### src/assert_macros.svh
`ifndef ASSERT_MACROS_SVH
`define ASSERT_MACROS_SVH

// Clocked check, disabled during reset.
`define WSRM_ASSERT(label, prop, msg) \
	label: assert property (@(posedge clk) disable iff (!arst_n) prop) else $error(msg);

// Clocked implication, antecedent on one edge, consequent on the next.
`define WSRM_ASSERT_NEXT(label, ante, cons, msg) \
	`WSRM_ASSERT(label, (ante) |=> (cons), msg)

`endif

### src/wsrm_pkg.sv
`timescale 1ns / 1ps
package wsrm_pkg;

	localparam int PATTERN_MAX_DEF = 32;
	localparam int PLEN_W = 6;
	localparam int WORD_W = 64;
	localparam int NUM_WORDS = 4;
	localparam int IDX_W = 3;
	localparam int CHAR_W = 8;

	localparam logic [CHAR_W-1:0] STAR_CHAR = 8'h2A;
	localparam logic [CHAR_W-1:0] DOT_CHAR = 8'h2E;

	typedef enum logic [IDX_W-1:0] {
		REG_PATTERN_LENGTH = 3'd0,
		REG_CHARS_A = 3'd1,
		REG_CHARS_B = 3'd2,
		REG_CHARS_C = 3'd3,
		REG_CHARS_D = 3'd4
	} reg_idx_t;

	typedef enum logic {
		CMD_BYTE = 1'b0,
		CMD_END = 1'b1
	} cmd_t;

	typedef struct packed {
		logic [PLEN_W-1:0] pattern_length;
		logic [NUM_WORDS-1:0][WORD_W-1:0] chars;
	} cfg_t;

endpackage

### src/wildcard_star_regex_matcher.sv
`timescale 1ns / 1ps
// channel   direction  handshake                 payload
// in        sink       in_valid / in_stall       cmd, subject_byte
// out       source     out_valid / out_stall     matched
// cfg       sink       cfg_valid / cfg_ready     cfg_index, cfg_data
//
// One word per cycle while in_stall is low; an end word's matched is registered at out after the input stage.
// Cycle time is set by the star-skip closure prefix plus the char compare.
// Byte words never stall; an end word waits in the input stage while a result on out is stalled.
// arst_n clears the pattern registers and leaves only position zero active.
`include "assert_macros.svh"
module wildcard_star_regex_matcher #(
	parameter int PATTERN_MAX = wsrm_pkg::PATTERN_MAX_DEF
) (
	input logic clk,
	input logic arst_n,
	input logic in_valid,
	output logic in_stall,
	input logic cmd,
	input logic [wsrm_pkg::CHAR_W-1:0] subject_byte,
	output logic out_valid,
	input logic out_stall,
	output logic matched,
	input logic cfg_valid,
	output logic cfg_ready,
	input logic [wsrm_pkg::IDX_W-1:0] cfg_index,
	input logic [wsrm_pkg::WORD_W-1:0] cfg_data
);
	import wsrm_pkg::*;

	cfg_t cfg;
	logic valid_s1;
	logic cmd_s1;
	logic [CHAR_W-1:0] byte_s1;
	logic s1_go;
	logic in_acc;
	logic step_en;
	logic nfa_matched;
	logic out_valid_q;
	logic matched_q;

	wsrm_cfg u_cfg (
		.clk(clk),
		.arst_n(arst_n),
		.cfg_valid(cfg_valid),
		.cfg_ready(cfg_ready),
		.cfg_index(cfg_index),
		.cfg_data(cfg_data),
		.cfg(cfg)
	);

	wsrm_nfa #(
		.PATTERN_MAX(PATTERN_MAX)
	) u_nfa (
		.clk(clk),
		.arst_n(arst_n),
		.cfg(cfg),
		.step_en(step_en),
		.step_cmd(cmd_s1),
		.step_byte(byte_s1),
		.matched(nfa_matched)
	);

	assign s1_go = (cmd_s1 == CMD_BYTE) || !out_valid_q || !out_stall;
	assign step_en = valid_s1 && s1_go;
	assign in_stall = valid_s1 && !s1_go;
	assign in_acc = in_valid && !in_stall;

	always_ff @(posedge clk or negedge arst_n) begin
		if (!arst_n) begin
			valid_s1 <= 1'b0;
		end else begin
			valid_s1 <= in_acc || (valid_s1 && !s1_go);
		end
	end

	always_ff @(posedge clk) begin
		if (in_acc) begin
			cmd_s1 <= cmd;
			byte_s1 <= subject_byte;
		end
	end

	always_ff @(posedge clk or negedge arst_n) begin
		if (!arst_n) begin
			out_valid_q <= 1'b0;
		end else if (step_en && (cmd_s1 == CMD_END)) begin
			out_valid_q <= 1'b1;
		end else if (!out_stall) begin
			out_valid_q <= 1'b0;
		end
	end

	always_ff @(posedge clk) begin
		if (step_en && (cmd_s1 == CMD_END)) begin
			matched_q <= nfa_matched;
		end
	end

	assign out_valid = out_valid_q;
	assign matched = matched_q;

	`WSRM_ASSERT(a_byte_no_stall, (valid_s1 && (cmd_s1 == CMD_BYTE)) |-> !in_stall,
		"byte word stalled the input")
	`WSRM_ASSERT(a_end_blocked, (valid_s1 && (cmd_s1 == CMD_END) && out_valid_q && out_stall)
		|-> in_stall, "end word advanced over a held result")
	`WSRM_ASSERT(a_result_source, $rose(out_valid_q) |-> $past(valid_s1 && (cmd_s1 == CMD_END)),
		"result raised without an end word")

endmodule

### src/wsrm_cfg.sv
`timescale 1ns / 1ps
module wsrm_cfg (
	input logic clk,
	input logic arst_n,
	input logic cfg_valid,
	output logic cfg_ready,
	input logic [wsrm_pkg::IDX_W-1:0] cfg_index,
	input logic [wsrm_pkg::WORD_W-1:0] cfg_data,
	output wsrm_pkg::cfg_t cfg
);
	import wsrm_pkg::*;

	cfg_t cfg_q;

	assign cfg_ready = 1'b1;
	assign cfg = cfg_q;

	always_ff @(posedge clk or negedge arst_n) begin
		if (!arst_n) begin
			cfg_q <= '0;
		end else if (cfg_valid && cfg_ready) begin
			unique case (cfg_index)
				REG_PATTERN_LENGTH: begin
					cfg_q.pattern_length <= cfg_data[PLEN_W-1:0];
				end
				REG_CHARS_A: begin
					cfg_q.chars[0] <= cfg_data;
				end
				REG_CHARS_B: begin
					cfg_q.chars[1] <= cfg_data;
				end
				REG_CHARS_C: begin
					cfg_q.chars[2] <= cfg_data;
				end
				REG_CHARS_D: begin
					cfg_q.chars[3] <= cfg_data;
				end
				default: begin
					cfg_q <= cfg_q;
				end
			endcase
		end
	end

endmodule

### src/wsrm_nfa.sv
`timescale 1ns / 1ps
`include "assert_macros.svh"
module wsrm_nfa #(
	parameter int PATTERN_MAX = wsrm_pkg::PATTERN_MAX_DEF
) (
	input logic clk,
	input logic arst_n,
	input wsrm_pkg::cfg_t cfg,
	input logic step_en,
	input logic step_cmd,
	input logic [wsrm_pkg::CHAR_W-1:0] step_byte,
	output logic matched
);
	import wsrm_pkg::*;

	localparam int LEN_W = $clog2(PATTERN_MAX + 1);
	localparam int NUM_LVL = ($clog2(PATTERN_MAX + 2) > 1) ? $clog2(PATTERN_MAX + 2) - 1 : 1;

	logic [PATTERN_MAX:0] active_q;
	logic [LEN_W-1:0] len_eff;
	logic [PATTERN_MAX-1:0][CHAR_W-1:0] pchar;
	logic [PATTERN_MAX-1:0] star_nxt;
	logic [PATTERN_MAX-1:0] hit;
	logic [PATTERN_MAX:0] keep;
	logic [PATTERN_MAX:0] prop0;
	logic [PATTERN_MAX:0] cur;
	logic [PATTERN_MAX:0] nxt;
	logic [PATTERN_MAX:0] g_lvl [NUM_LVL+1];
	logic [PATTERN_MAX:0] p_lvl [NUM_LVL+1];

	assign len_eff = (cfg.pattern_length > PLEN_W'(PATTERN_MAX)) ?
		LEN_W'(PATTERN_MAX) : cfg.pattern_length[LEN_W-1:0];

	for (genvar j = 0; j < PATTERN_MAX; j++) begin : g_pos
		assign pchar[j] = cfg.chars[j / 8][(j % 8) * CHAR_W +: CHAR_W];
		if (j < PATTERN_MAX - 1) begin : g_star
			assign star_nxt[j] = (LEN_W'(j + 1) < len_eff) && (pchar[j + 1] == STAR_CHAR);
		end else begin : g_nostar
			assign star_nxt[j] = 1'b0;
		end
		assign hit[j] = cur[j] && (LEN_W'(j) < len_eff) &&
			((pchar[j] == DOT_CHAR) || (pchar[j] == step_byte));
	end

	for (genvar k = 0; k <= PATTERN_MAX; k++) begin : g_bit
		assign keep[k] = (LEN_W'(k) <= len_eff);
		if (k >= 2) begin : g_p
			assign prop0[k] = star_nxt[k - 2];
		end else begin : g_np
			assign prop0[k] = 1'b0;
		end
		if (k == 0) begin : g_n0
			assign nxt[k] = hit[k] & star_nxt[k];
		end else if (k < PATTERN_MAX) begin : g_nm
			assign nxt[k] = (hit[k] & star_nxt[k]) | (hit[k - 1] & ~star_nxt[k - 1]);
		end else begin : g_nl
			assign nxt[k] = hit[k - 1] & ~star_nxt[k - 1];
		end
	end

	// star-skip closure as a stride-2 parallel prefix
	always_comb begin
		int d;
		g_lvl[0] = active_q & keep;
		p_lvl[0] = prop0;
		for (int l = 0; l < NUM_LVL; l++) begin
			d = 2 << l;
			for (int k = 0; k <= PATTERN_MAX; k++) begin
				if (k >= d) begin
					g_lvl[l + 1][k] = g_lvl[l][k] | (p_lvl[l][k] & g_lvl[l][k - d]);
					p_lvl[l + 1][k] = p_lvl[l][k] & p_lvl[l][k - d];
				end else begin
					g_lvl[l + 1][k] = g_lvl[l][k];
					p_lvl[l + 1][k] = p_lvl[l][k];
				end
			end
		end
	end

	assign cur = g_lvl[NUM_LVL];
	assign matched = cur[len_eff];

	always_ff @(posedge clk or negedge arst_n) begin
		if (!arst_n) begin
			active_q <= (PATTERN_MAX + 1)'(1);
		end else if (step_en) begin
			if (step_cmd == CMD_END) begin
				active_q <= (PATTERN_MAX + 1)'(1);
			end else begin
				active_q <= nxt;
			end
		end
	end

	`WSRM_ASSERT_NEXT(a_end_restart, step_en && (step_cmd == CMD_END),
		active_q == (PATTERN_MAX + 1)'(1), "end word did not restart the match")
	`WSRM_ASSERT_NEXT(a_hold_idle, !step_en, $stable(active_q),
		"active set changed without a word")
	`WSRM_ASSERT_NEXT(a_empty_pattern, step_en && (step_cmd == CMD_BYTE) && (len_eff == '0),
		active_q == '0, "empty pattern consumed a byte")

endmodule
### config.mk
export PLATFORM = sky130hd
export DESIGN_NAME = wildcard_star_regex_matcher
export DESIGN_NICKNAME = d
export VERILOG_FILES = /design/src/wsrm_pkg.sv /design/src/wildcard_star_regex_matcher.sv /design/src/wsrm_cfg.sv /design/src/wsrm_nfa.sv
export VERILOG_INCLUDE_DIRS = /design/src /design/src/src
export SDC_FILE = /design/constraint.sdc
export NUM_CORES = 1
export LEC_CHECK = 0
export ABC_AREA = 1
export BUFFER_PORTS_ARGS = -buffer_cell sky130_fd_sc_hd__buf_2
export CORE_MARGIN = 2
export CORE_UTILIZATION = 40
export CTS_CLUSTER_SIZE = 14
export DETAILED_ROUTE_END_ITERATION = 8
export SYNTH_ARGS = -nofsm -noshare
export SYNTH_HDL_FRONTEND = slang
export SYNTH_SLANG_ARGS = --single-unit
### constraint.sdc
create_clock -name clk -period 6 [get_ports clk]
set_clock_uncertainty 0.15 [all_clocks]
set_input_delay 0.9 -clock clk [delete_from_list [all_inputs] [get_ports clk]]
set_output_delay 0.9 -clock clk [all_outputs]
set_load 0.05 [all_outputs]
Word-level counts from Yosys, hierarchy flattened:

Index checks and enable logic that the tools add are counted.

* register bits after elaboration: 307
* bits of input ports: 81
* output and inout bits: 4
* word-level logic and storage cells: 731

* order comparisons: 67
* equal/unequal tests: 100
* muxes and demuxes: 6
* bitwise gates (word level): 403
* reductions and logical operators: 144

Operator list (number)
* $eq 8x6->1 const B: 63
* $eq 8x8->1: 32
* $and 1x1->1: 237
* $or 1x1->1: 133
* $logic_and 1x1->1: 99
* $le 5x6->1 const A: 16
* $lt 5x6->1 const A: 16
* $le 4x6->1 const A: 8
* $lt 4x6->1 const A: 8
* $logic_or 1x1->1: 35
* $and 33x33->33: 1
* $mux 33: 1
* $not 1->1: 32
* $le 3x6->1 const A: 4
* $lt 3x6->1 const A: 4
* $le 1x6->1 const A: 2
* $le 2x6->1 const A: 2
* $lt 1x6->1 const A: 2
* $lt 2x6->1 const A: 2
* $reduce_and 2->1: 5
* $lt 6x7->1 const B: 1
* $bmux 1 s6: 1
* $eq 3x2->1 const B: 2
* $gt 6x6->1 const B: 1
* other kinds (8): 13

Depth between registers and ports, before layout:

Gate-level depths: netlist of run 1.

* depth after elaboration: 17
* mapped depth: 23
* mapped depth without buffers: 21

Cells and area by module:

From an unflattened synthesis of run 1, not the netlist that was laid out.

* cell total of the unflattened synthesis: 2772
* area total of the unflattened synthesis: 19363.6 µm²

Modules (own cells, without submodules)
* wsrm_cfg: times used 1, cells each 1142, area an instance 10188.5 µm², sequential area each 6556.3 µm²
* wsrm_nfa: times used 1, cells each 1606, area an instance 8768.4 µm², sequential area each 827.0 µm²
* wildcard_star_regex_matcher: times used 1, cells each 24, area an instance 406.6 µm², sequential area each 350.3 µm²

Worst setup path before layout of run 1:

OpenSTA, ideal clock, no wires.

* path kind: input -> output
* from: in out_stall
* to: out in_stall
* data arrival time: 1702 ps
* required time: 4950 ps
* slack: 3248 ps
* cell stages on the path: 2
* path buffers: 0
* cells stage by stage: nand3_1 nor2_1

* longest elaborated chain between the ends: 4

Ends and longest elaborated chain
* start: declaration: line wildcard_star_regex_matcher.sv:22 `input logic out_stall,`
* $logic_not 1->1
* $logic_or 1x1->1: line wildcard_star_regex_matcher.sv:64 `assign s1_go = (cmd_s1 == CMD_BYTE) || !out_valid_q || !out_stall;`
* $logic_not 1->1: line wildcard_star_regex_matcher.sv:66 `assign in_stall = valid_s1 && !s1_go;`
* $logic_and 1x1->1: line wildcard_star_regex_matcher.sv:66
* end: declaration: line wildcard_star_regex_matcher.sv:18 `output logic in_stall,`

Every way passes these cells.

Worst setup path after layout of run 1:

* from: reg u_cfg.cfg_q, in the netlist u_cfg.cfg[261]
* to: reg matched_q (netlist: matched), data pin

* longest elaborated chain between the ends: 15
* elaborated cells between the ends (all ways): 378
* classes of those cells: order compare: 65; mux: 3; bitwise: 279; reduce/logical: 31

Ends and longest elaborated chain
* start: declaration: line wsrm_cfg.sv:13 `cfg_t cfg_q;`
* start signal: assignment: line wsrm_cfg.sv:39 `cfg_q <= cfg_q;`
* $gt 6x6->1: line wsrm_nfa.sv:31 `assign len_eff = (cfg.pattern_length > PLEN_W'(PATTERN_MAX)) ?`
* $mux 6 (*): line wsrm_nfa.sv:31
* $le 2x6->1 / $lt 2x6->1 (equally long branches): line wsrm_nfa.sv:46, wsrm_nfa.sv:37
* $and 33x33->33 / $logic_and 1x1->1 (equally long branches): line wsrm_nfa.sv:64, wsrm_nfa.sv:37
* $and 1x1->1: line wsrm_nfa.sv:70 `g_lvl[l + 1][k] = g_lvl[l][k] | (p_lvl[l][k] & g_lvl[l][k - d]);`
* $or 1x1->1: line wsrm_nfa.sv:70
* $and 1x1->1: line wsrm_nfa.sv:70
* $or 1x1->1: line wsrm_nfa.sv:70
* $and 1x1->1: line wsrm_nfa.sv:70
* $or 1x1->1: line wsrm_nfa.sv:70
* $and 1x1->1: line wsrm_nfa.sv:70
* $or 1x1->1 (2 in series): line wsrm_nfa.sv:70
* $bmux 1 s6 (*): line wsrm_nfa.sv:81 `assign matched = cur[len_eff];`
* $mux 1 (implied by the code) (*): line wsrm_nfa.sv:81
* via nfa_matched: line wildcard_star_regex_matcher.sv:38 `logic nfa_matched;`
* end signal: assignment: line wildcard_star_regex_matcher.sv:96 `matched_q <= nfa_matched;`
* end: declaration: line wildcard_star_regex_matcher.sv:40 `logic matched_q;`

The timed path passes the listed nets; every way through them passes the cells marked *. The select of a mux whose other input is x is not followed.
A chain may end at the register's enable or synchronous reset.

==> results of run 1 <==
[power groups by stage]
stage	Sequential, uW	Clock (uW)	Combinational [uW]
after floorplan	2730	0	1030
after global placement	2810	0	1390
after detailed placement	2820	0	1420
after CTS	2790	2600	1430
after global routing	2850	2690	1600
final	2800	2550	1430
[final timing paths]
path | startpoint | slack [ns] | endpoint
max in group asynchronous | arst_n | 4.11 | u_cfg.cfg[64]$_DFFE_PN0P_
worst min register to register | u_nfa.active_q[13]$_DFFE_PN0P_ | 0.36 | u_nfa.active_q[13]$_DFFE_PN0P_
worst max-delay path | u_cfg.cfg[261]$_DFFE_PN0P_ | 1.84 | matched$_DFFE_PP_
worst max register to register | u_cfg.cfg[261]$_DFFE_PN0P_ | 1.84 | matched$_DFFE_PP_
worst min-delay path | arst_n | 0.25 | u_nfa.active_q[14]$_DFFE_PN0P_
min in group clk | u_nfa.active_q[13]$_DFFE_PN0P_ | 0.36 | u_nfa.active_q[13]$_DFFE_PN0P_
[kinds of logic after synthesis]
logic type | count (synthesis) | share of synthesized area
simple gates | 1220 | 0.287
compound gates | 425 | 0.130
buf+inv | 388 | 0.0815
flops | 307 | 0.418
xor+xnor | 177 | 0.0838
other cells | 1 | 0.000203
[cells in the mapped netlist (all sizes together), types with 10 or more instances]
library cell and n:
nand2 682, o21ai 313, dfrtp 296, inv 281, nor2 234, nand3 154
xnor2 111, clkbuf 74, xor2 66, nand4 57, buf 30, nor3 27
o22ai 26, a21oi 24, nor4 22, a22o 18, or2 18, nand3b 17
edfxtp 10
[flip-flops by register name (all words and copies together) (netlist names)]
signal / flops
cmd_s1: 1
u_cfg.cfg: 262
matched: 1
u_nfa.active_q: 33
valid_s1: 1
out_valid: 1
byte_s1: 8
[routing by layer]
metal,vias to the layer above,track usage,routed length (um)
met5,-,0,9
met4,2,0.116,2740
met3,149,0.0423,4490
met2,618,0.453,30700
met1,8301,0.395,30200
li1,8254,-,-
[critical path: cells and delay by family (launching register included)]
family / cells / cell delay (ns)
and+or+nand+nor: 16 / 2.80
buffers and inverters: 2 / 0.35
DFF: 1 / 0.58
[layout make-up]
type | count | area, sq um
clock buffers | 54 | 1110
clock inverters | 14 | 254
fillers | 4633 | 24600
inverters | 284 | 1080
multi-input cells | 1823 | 9290
flip-flops and latches | 307 | 7730
well taps | 600 | 751
repair buffers | 107 | 618
[through the flow]
| stage | hold slack (ns) | instance area (sq um) |
|---|---|---|
| 3_5_place_dp | 0.333 | 19500 |
| 6_report | 0.251 | 20800 |
| 5_1_grt | 0.300 | 20800 |
| 2_1_floorplan | 0.299 | 18500 |
| 4_1_cts | 0.281 | 20800 |
| 3_3_place_gp | 0.329 | 19500 |
==> metrics.yaml, run 1 <==
worst_setup_path:
  crit_type: "reg2reg"
  path_common_cell: "nand2_1"
  crit_slowest_cell: "nor2_4"
  required_ns: 6.15
  r2r_cells: 18
  start_kind: "flop"
  arrival_ns: 4.31
  max_stage_delay_ns: 0.60
  crit_chain: "nor2_4 > nand2_4 > inv_2 > nand2_1 > nand2_1 > inv_1 > nand3_1 > nand2_1 > nand2_1 > nand3_1 > nand3_1 > nand2_1 > nand2_1 > nand3_1 > nand2_1 > nand3_1 > nand2_1 > nor2_1"
  path_max_fanout: 15
  cp-end-kind: "flop"
grt:
  grt_max_degree: 144
  gr-total-overflow: 0
  track_usage: 0.287
  grt_pass1_vias: 16612
  antenna_found_initial: 1
  grt_pass1_wl_mm: 103
power_and_ir_drop:
  peakVddDrop_mv: 0.234
  p_total_uw: 6780
  p_per_area_nw_per_um2: 326
  leakagePower_uw: 0.00969
  internal_power_uw: 4540
  seq_power_share: 0.413
  p_sw_frac: 0.331
  combPwrFrac: 0.211
  clkPwrFrac: 0.377
  power_switching_uw: 2250
floorplanning:
  rows: 78
  die_y_um: 219
  ios: 85
  die_x_um: 219
  core_sq_um: 45500
  start_util: 0.407
  die_area_sq_um: 48000
clock_network:
  cts_tree: "built"
  htreeDepth: 2
  max-clock-path-buffers: 3
  clkLatencyLatePin_ns: 0.57
  root_buffer: "clkbuf_16"
  cts.sinks: 307
  post_cts_buffers: 0
  cts_resized: 0
  postCtsHoldBufs: 0
  clk_pin_slew_ns: 0.07
  cts_buffers: 38
place:
  post-dp-hpwl_mm: 49.8
  pre_cts_ws_ns: 2.01
  place_congestion: 0.997
  port_buffers: 83
  place_inst: 3121
logic_synthesis:
  ys_warn_count: 0
  ys.flop_type: "dfrtp_1"
  async_flop_share: 0.967
  synth.largest_area_cell: "dfrtp_1"
  netlist_top_cells_area: "dfrtp_1 40%, nand2_1 14%, o21ai_0 8.0%"
  synth_cell_types: 59
  synth_top_area_share: 0.400
  synth_edf_count: 10
  netlist_area_sq_um: 18500
  syn_nets: 2599
  syn_avg_cell_area_sq_um: 7.35
  ys_seq_elements: 307
  ys_seq_area_frac: 0.418
  postSynthCellCount: 2518
worst_hold_path:
  worstHoldPathType: "in2async"
timing:
  fin_crit_sh: 0.693
  setup_viol: 0
  tightestPinTransition_ns: 1.17
  hold_viol: 0
  slew_violations: 0
  max_freq_mhz: 241
  setup_tns_ns: 0
  fin_crit_ns: 4.16
  rsz0062_at_grt: "no"
  setup_slack_ns: 1.84
  slew_headroom: 0.215
routing:
  route.detailed.drc: 0
  wirelength_mm: 68.1
  firstDrtPassIters: 6
  postRouteAntennaNets: 0
  vias: 17324
  via_per_inst: 5.43
  drt_iter0_drc: 1689
  drt-wirelength-per-cell_um: 21.4
layout:
  layout.nets: 2642
  syn_to_final_growth_pct: 12.6
  diodes: 0
  final_cells: 3189
  layout_commonest_cell: "nand2_1"
  drive_above_1_share: 0.0962
  utilization: 0.458
  mostFrequentLayoutCells: "671 x nand2_1, 296 x o21ai_0, 296 x dfrtp_1, 267 x inv_1, 216 x nor2_1"
outcome:
  status: "finished, final reports clean"
job:
  drv_cap: 0
Note: power is estimated with default switching activity, not from simulation.
==> run 2: changes to the inputs <==
==> constraint.sdc (replaced) <==
create_clock -name clk -period 3.9 [get_ports clk]
set_clock_uncertainty 0.15 [all_clocks]
set_input_delay 0.585 -clock clk [delete_from_list [all_inputs] [get_ports clk]]
set_output_delay 0.585 -clock clk [all_outputs]
set_load 0.05 [all_outputs]
==> run 2 against run 1 <==
Clock power rose by 41%. Fmax rose by 13%. Routed wire length rose by 1.9%. Highest routed layer is now met4. Critical endpoint unchanged. Largest cell class unchanged.
==> metrics.yaml, run 2 (same netlist as run 1, synthesis figures left out) <==
outcome:
  status: "finished, final reports clean"
timing:
  setup_tns_ns: 0  # unchanged
  tightestPinTransition_ns: 1.13  # -0.0408 ns
  fin_crit_sh: 0.947  # +0.254
  fin_crit_ns: 3.69  # -0.466 ns
  rsz0062_at_grt: "no"
  hold_viol: 0  # unchanged
  setup_viol: 0  # unchanged
  max_freq_mhz: 271  # +13%
  slew_violations: 0  # unchanged
  slew_headroom: 0.234  # +0.0192
routing:
  firstDrtPassIters: 8  # +2
  drt-wirelength-per-cell_um: 21.6  # +1.1%
  drt_iter0_drc: 1733  # +2.6%
  wirelength_mm: 69.4  # +1.9%
  route.detailed.drc: 0  # unchanged
  postRouteAntennaNets: 0  # unchanged
  via_per_inst: 5.45  # +0.40%
  vias: 17530  # +1.2%
floorplanning:
  die_area_sq_um: 48000  # unchanged
  die_y_um: 219  # unchanged
  ios: 85  # unchanged
  die_x_um: 219  # unchanged
  start_util: 0.407  # unchanged
  rows: 78  # unchanged
  core_sq_um: 45500  # unchanged
clock_network:
  cts_buffers: 39  # +2.6%
  clk_pin_slew_ns: 0.06  # about the same
  post_cts_buffers: 0  # unchanged
  max-clock-path-buffers: 3  # unchanged
  cts_resized: 0  # unchanged
  cts.sinks: 307  # unchanged
  root_buffer: "clkbuf_16"
  htreeDepth: 2  # unchanged
  clkLatencyLatePin_ns: 0.57  # about the same
  cts_tree: "built"
place:
  place_congestion: 1.04  # +4.4%
  port_buffers: 83  # unchanged
  post-dp-hpwl_mm: 51.2  # +2.8%
  place_inst: 3143  # +0.70%
worst_setup_path:
  required_ns: 4.07  # -2.08 ns
  rrSetupSlack_ns: 0.21  # -1.63 ns
  r2r_cells: 17  # -1
  arrival_ns: 3.86  # -0.45 ns
  crit_type: "reg2reg"
  timing.rr.start: "u_cfg.cfg[261]$_DFFE_PN0P_"
  path_max_fanout: 14  # -1
  cp-end-kind: "flop"
  r2r_end: "matched$_DFFE_PP_"
  start_kind: "flop"
layout:
  layout.nets: 2666  # +0.91%
  largest_register_ffs: 262  # unchanged
  layout_commonest_cell: "nand2_1"
  final_cells: 3214  # +0.78%
  mostFrequentLayoutCells: "671 x nand2_1, 296 x o21ai_0, 296 x dfrtp_1, 267 x inv_1, 216 x nor2_1"
  drive_above_1_share: 0.103  # +0.00715
  syn_to_final_growth_pct: 13.5
worst_hold_path:
  hp-start: "subject_byte[6]"
  worstHoldPathType: "in2reg"
  hold_depth: 1
  worstHoldEndpoint: "byte_s1[6]$_DFFE_PP_"
power_and_ir_drop:
  p_per_area_nw_per_um2: 484  # +49%
  leakagePower_uw: 0.00979  # +1.1%
  peakVddDrop_mv: 0.339  # +45%
job:
  drv_cap: 0  # unchanged
grt:
  grt_pass1_wl_mm: 105  # +1.4%
  gr-total-overflow: 0  # unchanged
  track_usage: 0.293  # +0.00552
  gr-usage-met3: 0.0446  # +0.00236
  gr-usage-met1: 0.406  # +0.0102
  grt_max_degree: 129  # -10%
  grt.met2_usage: 0.473  # +0.0207
  grt_pass1_vias: 16696  # +0.51%
  top_usage_layer: "met2"
  antenna_found_initial: 1  # unchanged
[run 2: changes by cell type in the layout (fill, tap and decap cells not counted), sizes merged]
| cell | change |
|---|---|
| clkbuf | +7 |
| inv | -1 |
| dlygate4sd3 | +1 |
| diode | +1 |
| clkinv | +1 |
| buf | +22 |
| bufinv | -6 |
[run 2: worst max path at each step]
| stage | start | to | slack, ns | depth (start not counted) |
|---|---|---|---|---|
| global route | u_cfg.cfg[261]$_DFFE_PN0P_ | matched$_DFFE_PP_ | 0.09 | 17 |
| global placement | u_cfg.cfg[261]$_DFFE_PN0P_ | matched$_DFFE_PP_ | 0.03 | 17 |
| floorplan | u_cfg.cfg[261]$_DFFE_PN0P_ | matched$_DFFE_PP_ | 1.46 | 22 |
| finish | u_cfg.cfg[261]$_DFFE_PN0P_ | matched$_DFFE_PP_ | 0.21 | 17 |
| detailed placement | u_cfg.cfg[261]$_DFFE_PN0P_ | matched$_DFFE_PP_ | 0.26 | 17 |
| CTS | u_cfg.cfg[261]$_DFFE_PN0P_ | matched$_DFFE_PP_ | 0.25 | 17 |
[run 2: power by group]
part,internal [uW],leakage [uW],switching (uW)
registers,3730,0.00387,572
logic,832,0.00530,1430
clock network,2160,0.000617,1440
[run 2: what timing repair did]
item,4_1_cts,5_1_grt
endpoints found under the hold margin,87,0
hold buffers,1,0
endpoints found under the setup margin,0,0
[run 2: cell type report]
type	instances	area (sq um)
multi-input cells	1823	9290
repair buffers	130	881
diodes	1	2.50
clock inverters	8	73.8
flip-flops and latches	307	7730
clock buffers	61	1190
inverters	284	1080
well taps	600	751
fillers	4589	24500
[run 2: per-stage QoR]
stage | utilization | power [uW] | hold WS, ns | area, sq um | setup slack (ns)
after global placement | 0.434 | 6510 | 0.321 | 19700 | 0.0311
after CTS | 0.462 | 10200 | 0.0239 | 21000 | 0.246
final | 0.462 | 10200 | 0.0458 | 21000 | 0.209
after detailed placement | 0.434 | 6580 | 0.324 | 19700 | 0.256
after global routing | 0.462 | 10700 | 0.0315 | 21000 | 0.0905
after floorplan | - | 5780 | 0.139 | 18500 | 1.46
[run 2: per-layer routing]
layer	up-vias	part of all wire
li1	8303	-
met4	0	0.028
met5	-	0
met2	577	0.46
met1	8535	0.45
met3	115	0.062
[run 2: worst max-delay path, cell delays in order (launching register included)]
cell	delay, ns
dfrtp_1	0.58
nor2_4	0.22
buf_4	0.29
nand3_2	0.22
o21ai_1	0.30
nor2_1	0.15
a21boi_1	0.41
nor2_1	0.12
nor2_1	0.23
nand3_1	0.19
nand2_1	0.12
nand3_1	0.08
nand2_1	0.06
nand2_1	0.06
nor2_1	0.10
nand3_1	0.08
nand2_1	0.06
nor2_1	0.04
